File: src/hdl/bpsed_pkg.sv
// shared constants, types and symbol decode for the semi-global edit distance block
`timescale 1ns / 1ps
`default_nettype none

package bpsed_pkg;

    // default sizing
    localparam int unsigned WORD_BITS_DEF = 64;
    localparam int unsigned NUM_WORDS_DEF = 4;
    localparam int unsigned MAX_QUERY_DEF = 4095;

    // field widths
    localparam int unsigned OP_W    = 2;
    localparam int unsigned SYM_W   = 8;
    localparam int unsigned SCORE_W = 12;
    localparam int unsigned ST_W    = 2;
    localparam int unsigned CLS_W   = 3;

    localparam int unsigned NUM_CLASSES = 5;
    localparam int unsigned MAX_SCORE   = 4095;

    // request opcodes
    localparam logic [OP_W-1:0] OP_LOAD   = 2'd0;
    localparam logic [OP_W-1:0] OP_QUERY  = 2'd1;
    localparam logic [OP_W-1:0] OP_FINISH = 2'd2;

    // status codes
    localparam logic [ST_W-1:0] ST_OK       = 2'd0;
    localparam logic [ST_W-1:0] ST_BADCHAR  = 2'd1;
    localparam logic [ST_W-1:0] ST_CAPACITY = 2'd2;

    // symbol classes
    localparam logic [CLS_W-1:0] CLS_A    = 3'd0;
    localparam logic [CLS_W-1:0] CLS_C    = 3'd1;
    localparam logic [CLS_W-1:0] CLS_G    = 3'd2;
    localparam logic [CLS_W-1:0] CLS_T    = 3'd3;
    localparam logic [CLS_W-1:0] CLS_N    = 3'd4;
    localparam logic [CLS_W-1:0] CLS_NONE = 3'd7;

    localparam logic [SYM_W-1:0] CHAR_A = 8'h41;
    localparam logic [SYM_W-1:0] CHAR_C = 8'h43;
    localparam logic [SYM_W-1:0] CHAR_G = 8'h47;
    localparam logic [SYM_W-1:0] CHAR_T = 8'h54;
    localparam logic [SYM_W-1:0] CHAR_N = 8'h4E;

    typedef enum logic [2:0] {
        S_IDLE,
        S_LD_RD,
        S_LD_WR,
        S_Q_PRIME,
        S_Q_RUN,
        S_F_SCAN,
        S_F_OUT
    } t_state;

    function automatic logic [CLS_W-1:0] sym_class(input logic [SYM_W-1:0] s);
        logic [CLS_W-1:0] c;
        case (s)
            CHAR_A:  c = CLS_A;
            CHAR_C:  c = CLS_C;
            CHAR_G:  c = CLS_G;
            CHAR_T:  c = CLS_T;
            CHAR_N:  c = CLS_N;
            default: c = CLS_NONE;
        endcase
        return c;
    endfunction

endpackage

`default_nettype wire

File: src/hdl/bit_parallel_semiglobal_edit_distance.sv
// top level: bit-parallel semi-global edit distance with a shared word-serial row unit
// load request: accept, match vector read, match vector write; no result
// query request: accept, prime, then one WORD_BITS-wide word of the row per cycle through one adder
// finish request: one column of the final row per cycle from column one, then the output step,
//   or the output step alone after an error or an empty query; result valid the cycle after
// one request at a time; a result still waiting holds a finish in its last cycle
// synchronous active-low reset; finish also returns every store to its reset value at once
`timescale 1ns / 1ps
`default_nettype none

module bit_parallel_semiglobal_edit_distance #(
    parameter int unsigned WORD_BITS = bpsed_pkg::WORD_BITS_DEF,
    parameter int unsigned NUM_WORDS = bpsed_pkg::NUM_WORDS_DEF,
    parameter int unsigned MAX_QUERY = bpsed_pkg::MAX_QUERY_DEF
) (
    input  wire logic                          i_clk,
    input  wire logic                          i_rst_n,
    // request channel
    input  wire logic                          i_in_valid,
    output logic                               o_in_ready,
    input  wire logic [bpsed_pkg::OP_W-1:0]    i_op,
    input  wire logic [bpsed_pkg::SYM_W-1:0]   i_symbol,
    // result channel
    output logic                               o_out_valid,
    input  wire logic                          i_out_ready,
    output logic [bpsed_pkg::SCORE_W-1:0]      o_score,
    output logic [bpsed_pkg::ST_W-1:0]         o_status
);

    import bpsed_pkg::*;

    // sizing
    localparam int unsigned TOT_BITS = WORD_BITS * NUM_WORDS;
    localparam int unsigned REF_CAP  = TOT_BITS - 1;
    localparam int unsigned RL_W     = $clog2(TOT_BITS);
    localparam int unsigned QL_W     = $clog2(MAX_QUERY + 1);
    localparam int unsigned WI_W     = (NUM_WORDS > 1) ? $clog2(NUM_WORDS) : 1;
    localparam int unsigned BI_W     = $clog2(WORD_BITS);
    localparam int unsigned MV_DEPTH = NUM_CLASSES * NUM_WORDS;
    localparam int unsigned AW       = $clog2(MV_DEPTH);
    localparam int unsigned BW       = $clog2(TOT_BITS + 1);
    localparam int unsigned SC_W0    = QL_W + BW + 1;
    // wide enough to hold the saturation limit as a signed value
    localparam int unsigned SC_W     = (SC_W0 > SCORE_W + 2) ? SC_W0 : SCORE_W + 2;

    t_state r_state, n_state;

    // match vector memory, one word per class and word index; valid bits make
    // a never-written entry read as zero, and finish clears them all at once
    logic [WORD_BITS-1:0] r_mv_mem [MV_DEPTH];
    logic [MV_DEPTH-1:0]  r_mv_vld;
    logic [WORD_BITS-1:0] r_rd_data;
    logic                 r_rd_vld;

    // row state, diagonal and substitute-or-diagonal class vectors
    logic [WORD_BITS-1:0] r_diag [NUM_WORDS];
    logic [WORD_BITS-1:0] r_sod  [NUM_WORDS];

    // lengths and sticky error
    logic [RL_W-1:0]  r_ref_len;
    logic [WI_W-1:0]  r_pos_word;   // word of the next reference column
    logic [BI_W-1:0]  r_pos_bit;    // bit of the next reference column
    logic [QL_W-1:0]  r_qlen;
    logic [ST_W-1:0]  r_err;

    // sequencer working registers
    logic [CLS_W-1:0] r_cls;
    logic [WI_W-1:0]  r_word;
    logic [BI_W-1:0]  r_bit;
    logic             r_add_c;
    logic             r_c0;
    logic             r_c1;
    logic signed [SC_W-1:0] r_score;
    logic signed [SC_W-1:0] r_best;

    // output register
    logic               r_out_valid;
    logic [SCORE_W-1:0] r_out_score;
    logic [ST_W-1:0]    r_out_status;

    // request decode
    logic [CLS_W-1:0] in_cls;
    logic             cls_ok;
    logic             ref_full;
    logic             q_full;
    logic             in_fire;
    logic             out_free;

    assign in_cls   = sym_class(i_symbol);
    assign cls_ok   = (in_cls != CLS_NONE);
    assign ref_full = (r_ref_len >= RL_W'(REF_CAP));
    assign q_full   = (r_qlen >= QL_W'(MAX_QUERY));
    assign in_fire  = i_in_valid && o_in_ready;
    assign out_free = !r_out_valid || i_out_ready;

    // word and bit counters at their ends
    logic word_last;
    logic bit_last;
    assign word_last = (r_word == WI_W'(NUM_WORDS - 1));
    assign bit_last  = (r_bit == BI_W'(WORD_BITS - 1));

    // next state
    always_comb begin
        n_state = r_state;
        case (r_state)
            S_IDLE: begin
                if (in_fire) begin
                    case (i_op)
                        OP_LOAD: begin
                            if (cls_ok && !ref_full) n_state = S_LD_RD;
                        end
                        OP_QUERY: begin
                            if (cls_ok && !q_full) n_state = S_Q_PRIME;
                        end
                        OP_FINISH: begin
                            if (r_err != ST_OK || r_qlen == '0) n_state = S_F_OUT;
                            else n_state = S_F_SCAN;
                        end
                        default: n_state = S_IDLE;
                    endcase
                end
            end
            S_LD_RD:   n_state = S_LD_WR;
            S_LD_WR:   n_state = S_IDLE;
            S_Q_PRIME: n_state = S_Q_RUN;
            S_Q_RUN: begin
                if (word_last) n_state = S_IDLE;
            end
            S_F_SCAN: begin
                if (word_last && bit_last) n_state = S_F_OUT;
            end
            S_F_OUT: begin
                if (out_free) n_state = S_IDLE;
            end
            default: n_state = S_IDLE;
        endcase
    end

    // sequencer outputs: ready, memory port control
    logic            mv_rd_en;
    logic            mv_wr_en;
    logic [WI_W-1:0] mv_idx;
    logic [AW-1:0]   mv_addr;

    always_comb begin
        o_in_ready = 1'b0;
        mv_rd_en   = 1'b0;
        mv_wr_en   = 1'b0;
        mv_idx     = r_pos_word;
        case (r_state)
            S_IDLE:    o_in_ready = 1'b1;
            S_LD_RD:   mv_rd_en   = 1'b1;
            S_LD_WR:   mv_wr_en   = 1'b1;
            S_Q_PRIME: begin
                mv_rd_en = 1'b1;
                mv_idx   = '0;
            end
            S_Q_RUN: begin
                // fetch the next word while the current one is worked
                mv_rd_en = 1'b1;
                mv_idx   = r_word + WI_W'(1);
            end
            default: begin
                o_in_ready = 1'b0;
            end
        endcase
    end

    assign mv_addr = AW'(r_cls) * AW'(NUM_WORDS) + AW'(mv_idx);

    // match word as read, never-written entries as zero
    logic [WORD_BITS-1:0] mv_word;
    logic [WORD_BITS-1:0] mv_wr_data;
    assign mv_word    = r_rd_vld ? r_rd_data : '0;
    assign mv_wr_data = mv_word | (WORD_BITS'(1) << r_pos_bit);

    // shared row unit: one word of the class vectors per cycle
    logic [WORD_BITS-1:0] pd, ps, mm, ris, nmi, xv, sr, v0, v1, v0s, v1s;
    logic [WORD_BITS-1:0] new_diag, new_sod;
    logic [WORD_BITS:0]   sum;

    always_comb begin
        pd  = r_diag[r_word];
        ps  = r_sod[r_word];
        mm  = mv_word | pd;
        ris = ~mm;
        nmi = ris | ps;
        xv  = nmi ^ pd;
        // single wide add; the carry chains from word to word
        sum = {1'b0, nmi} + {1'b0, ps} + (WORD_BITS + 1)'(r_add_c);
        sr  = sum[WORD_BITS-1:0] & ris;
        v0  = sr ^ xv;
        v1  = pd | (sr & ps);
        v0s = {v0[WORD_BITS-2:0], r_c0};
        v1s = {v1[WORD_BITS-2:0], r_c1};
        new_diag = mm & v1s;
        new_sod  = v1s | (mm & v0s);
    end

    // final row scan: one column per cycle, running score and minimum
    logic                   sc_pd;
    logic                   sc_pi;
    logic signed [SC_W-1:0] sc_next;
    logic [WORD_BITS-1:0]   sc_diag_word;
    logic [WORD_BITS-1:0]   sc_sod_word;

    always_comb begin
        sc_diag_word = r_diag[r_word];
        sc_sod_word  = r_sod[r_word];
        sc_pd        = sc_diag_word[r_bit];
        sc_pi        = ~sc_sod_word[r_bit];
        case ({sc_pi, sc_pd})
            2'b10:   sc_next = r_score + SC_W'(1);
            2'b01:   sc_next = r_score - SC_W'(1);
            default: sc_next = r_score;
        endcase
    end

    // saturate the minimum to the score range
    logic [SCORE_W-1:0] best_sat;
    always_comb begin
        if (r_best < 0) begin
            best_sat = '0;
        end else if (r_best > $signed(SC_W'(MAX_SCORE))) begin
            best_sat = SCORE_W'(MAX_SCORE);
        end else begin
            best_sat = r_best[SCORE_W-1:0];
        end
    end

    // match vector memory port
    always_ff @(posedge i_clk) begin
        if (mv_wr_en) begin
            r_mv_mem[mv_addr] <= mv_wr_data;
        end
        if (mv_rd_en) begin
            r_rd_data <= r_mv_mem[mv_addr];
            r_rd_vld  <= r_mv_vld[mv_addr];
        end
    end

    // control and block state
    always_ff @(posedge i_clk) begin
        if (!i_rst_n) begin
            r_state     <= S_IDLE;
            r_out_valid <= 1'b0;
            r_mv_vld    <= '0;
            for (int k = 0; k < NUM_WORDS; k++) begin
                r_diag[k] <= (k == 0) ? WORD_BITS'(1) : '0;
                r_sod[k]  <= (k == 0) ? WORD_BITS'(1) : '0;
            end
            r_ref_len  <= '0;
            r_pos_word <= '0;
            r_pos_bit  <= BI_W'(1);
            r_qlen     <= '0;
            r_err      <= ST_OK;
        end else begin
            r_state <= n_state;
            // a new result is loaded only once the old one has gone
            if (r_state == S_F_OUT && out_free) begin
                r_out_valid <= 1'b1;
            end else if (o_out_valid && i_out_ready) begin
                r_out_valid <= 1'b0;
            end
            case (r_state)
                S_IDLE: begin
                    if (in_fire) begin
                        case (i_op)
                            OP_LOAD, OP_QUERY: begin
                                // errors are sticky, the first one stays
                                if (!cls_ok) begin
                                    if (r_err == ST_OK) r_err <= ST_BADCHAR;
                                end else if ((i_op == OP_LOAD) ? ref_full : q_full) begin
                                    if (r_err == ST_OK) r_err <= ST_CAPACITY;
                                end else if (i_op == OP_QUERY) begin
                                    r_qlen <= r_qlen + QL_W'(1);
                                end
                            end
                            default: begin
                                r_err <= r_err;
                            end
                        endcase
                    end
                end
                S_LD_WR: begin
                    r_mv_vld[mv_addr] <= 1'b1;
                    r_ref_len         <= r_ref_len + RL_W'(1);
                    if (r_pos_bit == BI_W'(WORD_BITS - 1)) begin
                        r_pos_bit  <= '0;
                        r_pos_word <= r_pos_word + WI_W'(1);
                    end else begin
                        r_pos_bit <= r_pos_bit + BI_W'(1);
                    end
                end
                S_Q_RUN: begin
                    r_diag[r_word] <= new_diag;
                    r_sod[r_word]  <= new_sod;
                end
                S_F_OUT: begin
                    if (out_free) begin
                        // back to the reset picture for the next alignment
                        r_mv_vld <= '0;
                        for (int k = 0; k < NUM_WORDS; k++) begin
                            r_diag[k] <= (k == 0) ? WORD_BITS'(1) : '0;
                            r_sod[k]  <= (k == 0) ? WORD_BITS'(1) : '0;
                        end
                        r_ref_len  <= '0;
                        r_pos_word <= '0;
                        r_pos_bit  <= BI_W'(1);
                        r_qlen     <= '0;
                        r_err      <= ST_OK;
                    end
                end
                default: begin
                    r_err <= r_err;
                end
            endcase
        end
    end

    // working registers and output payload
    always_ff @(posedge i_clk) begin
        case (r_state)
            S_IDLE: begin
                if (in_fire) begin
                    r_cls   <= in_cls;
                    r_word  <= '0;
                    // scan starts past the zero column
                    r_bit   <= BI_W'(1);
                    r_score <= SC_W'(r_qlen);
                    if (r_err != ST_OK || r_qlen == '0) r_best <= '0;
                    else r_best <= SC_W'(r_qlen);
                end
            end
            S_Q_PRIME: begin
                r_word  <= '0;
                r_add_c <= 1'b0;
                r_c0    <= 1'b0;
                r_c1    <= 1'b1;
            end
            S_Q_RUN: begin
                r_add_c <= sum[WORD_BITS];
                r_c0    <= v0[WORD_BITS-1];
                r_c1    <= v1[WORD_BITS-1];
                r_word  <= r_word + WI_W'(1);
            end
            S_F_SCAN: begin
                r_score <= sc_next;
                if (sc_next < r_best) r_best <= sc_next;
                if (bit_last) begin
                    r_bit  <= '0;
                    r_word <= r_word + WI_W'(1);
                end else begin
                    r_bit <= r_bit + BI_W'(1);
                end
            end
            S_F_OUT: begin
                if (out_free) begin
                    r_out_score  <= best_sat;
                    r_out_status <= r_err;
                end
            end
            default: begin
                r_cls <= r_cls;
            end
        endcase
    end

    assign o_out_valid = r_out_valid;
    assign o_score     = r_out_score;
    assign o_status    = r_out_status;

endmodule

`default_nettype wire

File: config.mk
export PLATFORM = sky130hd
export DESIGN_NAME = bit_parallel_semiglobal_edit_distance
export DESIGN_NICKNAME = d
export VERILOG_FILES = /design/src/hdl/bpsed_pkg.sv /design/src/hdl/bit_parallel_semiglobal_edit_distance.sv
export SDC_FILE = /design/constraint.sdc
export NUM_CORES = 2
export LEC_CHECK = 0
export BUFFER_PORTS_ARGS = -buffer_cell sky130_fd_sc_hd__buf_2
export CORE_UTILIZATION = 45
export CTS_CLUSTER_SIZE = 16
export DETAILED_ROUTE_END_ITERATION = 8
export SKIP_CTS_REPAIR_TIMING = 1
export SYNTH_ARGS = -nofsm -noshare
export SYNTH_HDL_FRONTEND = slang
export SYNTH_SLANG_ARGS = --single-unit
File: constraint.sdc
create_clock -name i_clk -period 9 [get_ports i_clk]
set_clock_uncertainty 0.15 [all_clocks]
set_input_delay 1.35 -clock i_clk [delete_from_list [all_inputs] [get_ports i_clk]]
set_output_delay 1.35 -clock i_clk [all_outputs]
set_load 0.02 [all_outputs]
==> metrics.yaml <==
p_sw_mw: 8.01
slew_violations: 0
place_ws_ps: 195
min_period_ps: 8470
p_comb_share_pct: 23.9
clockBufferDepth: 3
grt.overflow.total: 0
worst_ep_arrival_time_ps: 8750
synth_edf_count: 1929
cap_viol_max_count: 0
dr_total_vias: 59400
grt_pass1_vias: 56600
drive_above_1_share_pct: 10.9
syn_inst: 7220
synth.avg_cell_area_sq_um: 12.1
hold_path.class: "reg2reg"
internal_power_mw: 17.5
synth_seq_cells: 1985
synth_top_flop_cell: "edfxtp_1"
rr_worst_depth: 25
p_leak_nw: 33.7
drt_iter0_markers: 6802
cp_max_fo: 23
vias_per_cell: 5.98
path_class: "reg2reg"
clk_latency_ps: 880
die_width_microns: 443
cts_tree: "yes"
worst_pin_slew_ps: 1310
max_stage_delay_ps: 730
syn_area_sq_mm: 0.0873
stdcell_count: 9935
async_reset_ff_share_pct: 0
finalCritPeriodShare_pct: 94.1
fin_nets: 7305
rows: 161
firstDrtPassIters: 8
htreeDepth: 4
hold_viol: 0
io_buffers: 29
ir_drop_mv: 0.159
multiInputGateArea_sq_mm: 0.0267
core_area_sq_mm: 0.193
total_power_mw: 25.5
cts-root-buf: "clkbuf_16"
ys.warnings.count: 0
pin_count: 30
start_util_pct: 45.3
pwr_density_cell_mw_per_mm2: 261
cts_made_buffers: 206
grt_start_max_net_pins: 163
syn_nets: 7293
crit_required_ps: 9280
area_growth_pct: 11.9
min_to: "r_mv_vld[1]"
drc: 0
path_clk_slew_ps: 60
dp_hpwl_microns: 148000
dp_cells: 9546
rsz0062_at_grt: "false"
antenna_found_initial: 4
die-area_sq_mm: 0.196
hp-start: "r_mv_vld[1]"
seq_power_share_pct: 43.0
ant_nets: 0
synth-seq-area-share_pct: 67.6
register_area_sq_mm: 0.0591
fmax_ghz: 0.118
holdPathStages: 2
clockPowerShare_pct: 33.1
cp_slowest_cell: "dfxtp_4"
r2r-end: "r_best[16]"
r2r_slack_ps: 530
synth_cell_type_count: 88
grt_usage_pct: 25.7
fillers: 16600
switching_share_pct: 31.4
status: "completed"
gp_congestion: 0.946
routedWlPerCell_microns: 25.8
slew_headroom_pct: 12.1
critical_path.endpoint_type: "flip-flop"
setup_tns_ps: 0
layout_setup_ws_ps: 535
grt_pass1_wl_microns: 376000
wl_microns: 256000
setup_violations: 0
cts_sinks: 1985
die_y_microns: 443
startpoint_type: "flip-flop"
through the flow:
stage	hold slack, ps	utilization, %	instance area, sq um
final	318	50.8	97700
after CTS	321	50.7	97700
after detailed placement	304	47.3	91000
after global routing	347	50.8	97700
after floorplan	287	-	87300
after global placement	297	47.3	91000
cells by family (layout without fill, tap and decap cells):
kind of cell	Yosys count	in the layout	share of synthesized area (%)
buf+inv	487	672	2.21
mux	176	176	4.46
compound gates	866	866	6.24
other cells	0	4	0
fa+ha+maj	96	96	1.28
flops	1985	1985	67.6
xor+xnor	40	40	0.401
simple gates	3570	3570	17.8
how the worst max path moves through the flow:
stage	from	slack (ps)	endpoint	cells past startpoint
floorplan	flip-flop	180	r_best[0]	28
global placement	flip-flop	160	r_best[0]	25
detailed placement	flip-flop	200	r_best[2]	25
CTS	flip-flop	180	r_best[16]	25
global route	flip-flop	60	r_best[16]	25
finish	flip-flop	530	r_best[16]	25
synth_stat cells, types with 15 or more instances:
master	n	area [sq um]
or2_2	46	288
dfxtp_1	56	1120
mux4_2	170	3830
buf_1	59	221
o21ai_0	180	901
buf_2	15	75.1
nor2_1	736	2760
o31ai_1	17	128
nand2_1	1549	5810
nor3_1	85	425
nor2b_1	22	138
edfxtp_1	1929	57900
maj3_1	36	360
nand4_1	24	150
o21bai_1	46	345
a31oi_1	120	751
nand3_1	863	4320
a21oi_1	271	1360
xor2_1	26	228
nand2b_1	44	275
inv_1	78	293
and3_1	71	444
a21o_1	50	375
a311oi_1	43	377
ha_1	58	726
o21a_1	16	120
clkbuf_1	322	1210
and2_1	71	444
a211oi_1	15	113
power groups by stage:
stage               clock (mW)  combinational (mW)  sequential, mW
floorplan                    0                4.08            11.0
CTS                       8.56                5.98            11.0
global route              8.89                6.58            11.0
detailed placement           0                5.95            11.2
finish                    8.45                6.09            11.0
global placement             0                5.88            11.2
routing by layer:
layer	track usage [%]	share of wire, %	vias to the layer above
met1	35.4	41	29900
met4	7.85	3.1	2
met2	40.5	46	2545
met3	5.73	9.1	436
met5	0	0.0051	-
li1	-	-	26500
worst max-delay path, delay by kind of cell (launching register included):
family	cells	cell delay, ps
compound gates	11	2580
simple gates	5	1100
buf+inv	1	310
xor+xnor	1	110
flops	1	730
mux	4	2160
fa+ha+maj	3	850
sequential cells by signal, indices dropped and copies added (netlist names), 2 cells and up, named ones only:
signal      cells
r_mv_mem     1280
r_diag        256
r_sod         256
r_rd_data      64
r_best         22
r_score        22
r_mv_vld       20
o_score        12
r_qlen         12
r_ref_len       8
r_bit           6
r_pos_bit       6
r_cls           3
r_state         3
o_status        2
r_err           2
r_pos_word      2
r_word          2
layout by cell type (no fill, tap or decap), types with 36 or more instances in the layout:
cell type / Yosys / routed
edfxtp_1: 1929 / 1929
nand2_1: 1549 / 1545
nand3_1: 863 / 859
nor2_1: 736 / 715
a21oi_1: 271 / 271
clkbuf_16: 0 / 208
mux4_2: 170 / 170
buf_4: 3 / 157
o21ai_0: 180 / 136
a31oi_1: 120 / 120
nor3_1: 85 / 85
inv_1: 78 / 78
and3_1: 71 / 71
and2_1: 71 / 68
ha_1: 58 / 58
dfxtp_1: 56 / 54
a21o_1: 50 / 50
clkinv_1: 0 / 48
clkbuf_1: 322 / 48
o21ai_1: 8 / 47
or2_2: 46 / 46
nand2b_1: 44 / 44
a311oi_1: 43 / 43
o21bai_1: 46 / 41
maj3_1: 36 / 36
final cells by class:
type / instances / share of cell area [%]
clock buffer: 260 / 5.57
antenna: 4 / 0.0102
timing repair buffer: 213 / 1.91
sequential: 1985 / 60.4
multi-input combinational: 4748 / 27.3
inverter: 78 / 0.300
clock inverter: 121 / 1.26
tap: 2526 / 3.23
No activity file was read; power rests on OpenSTA's default activity.
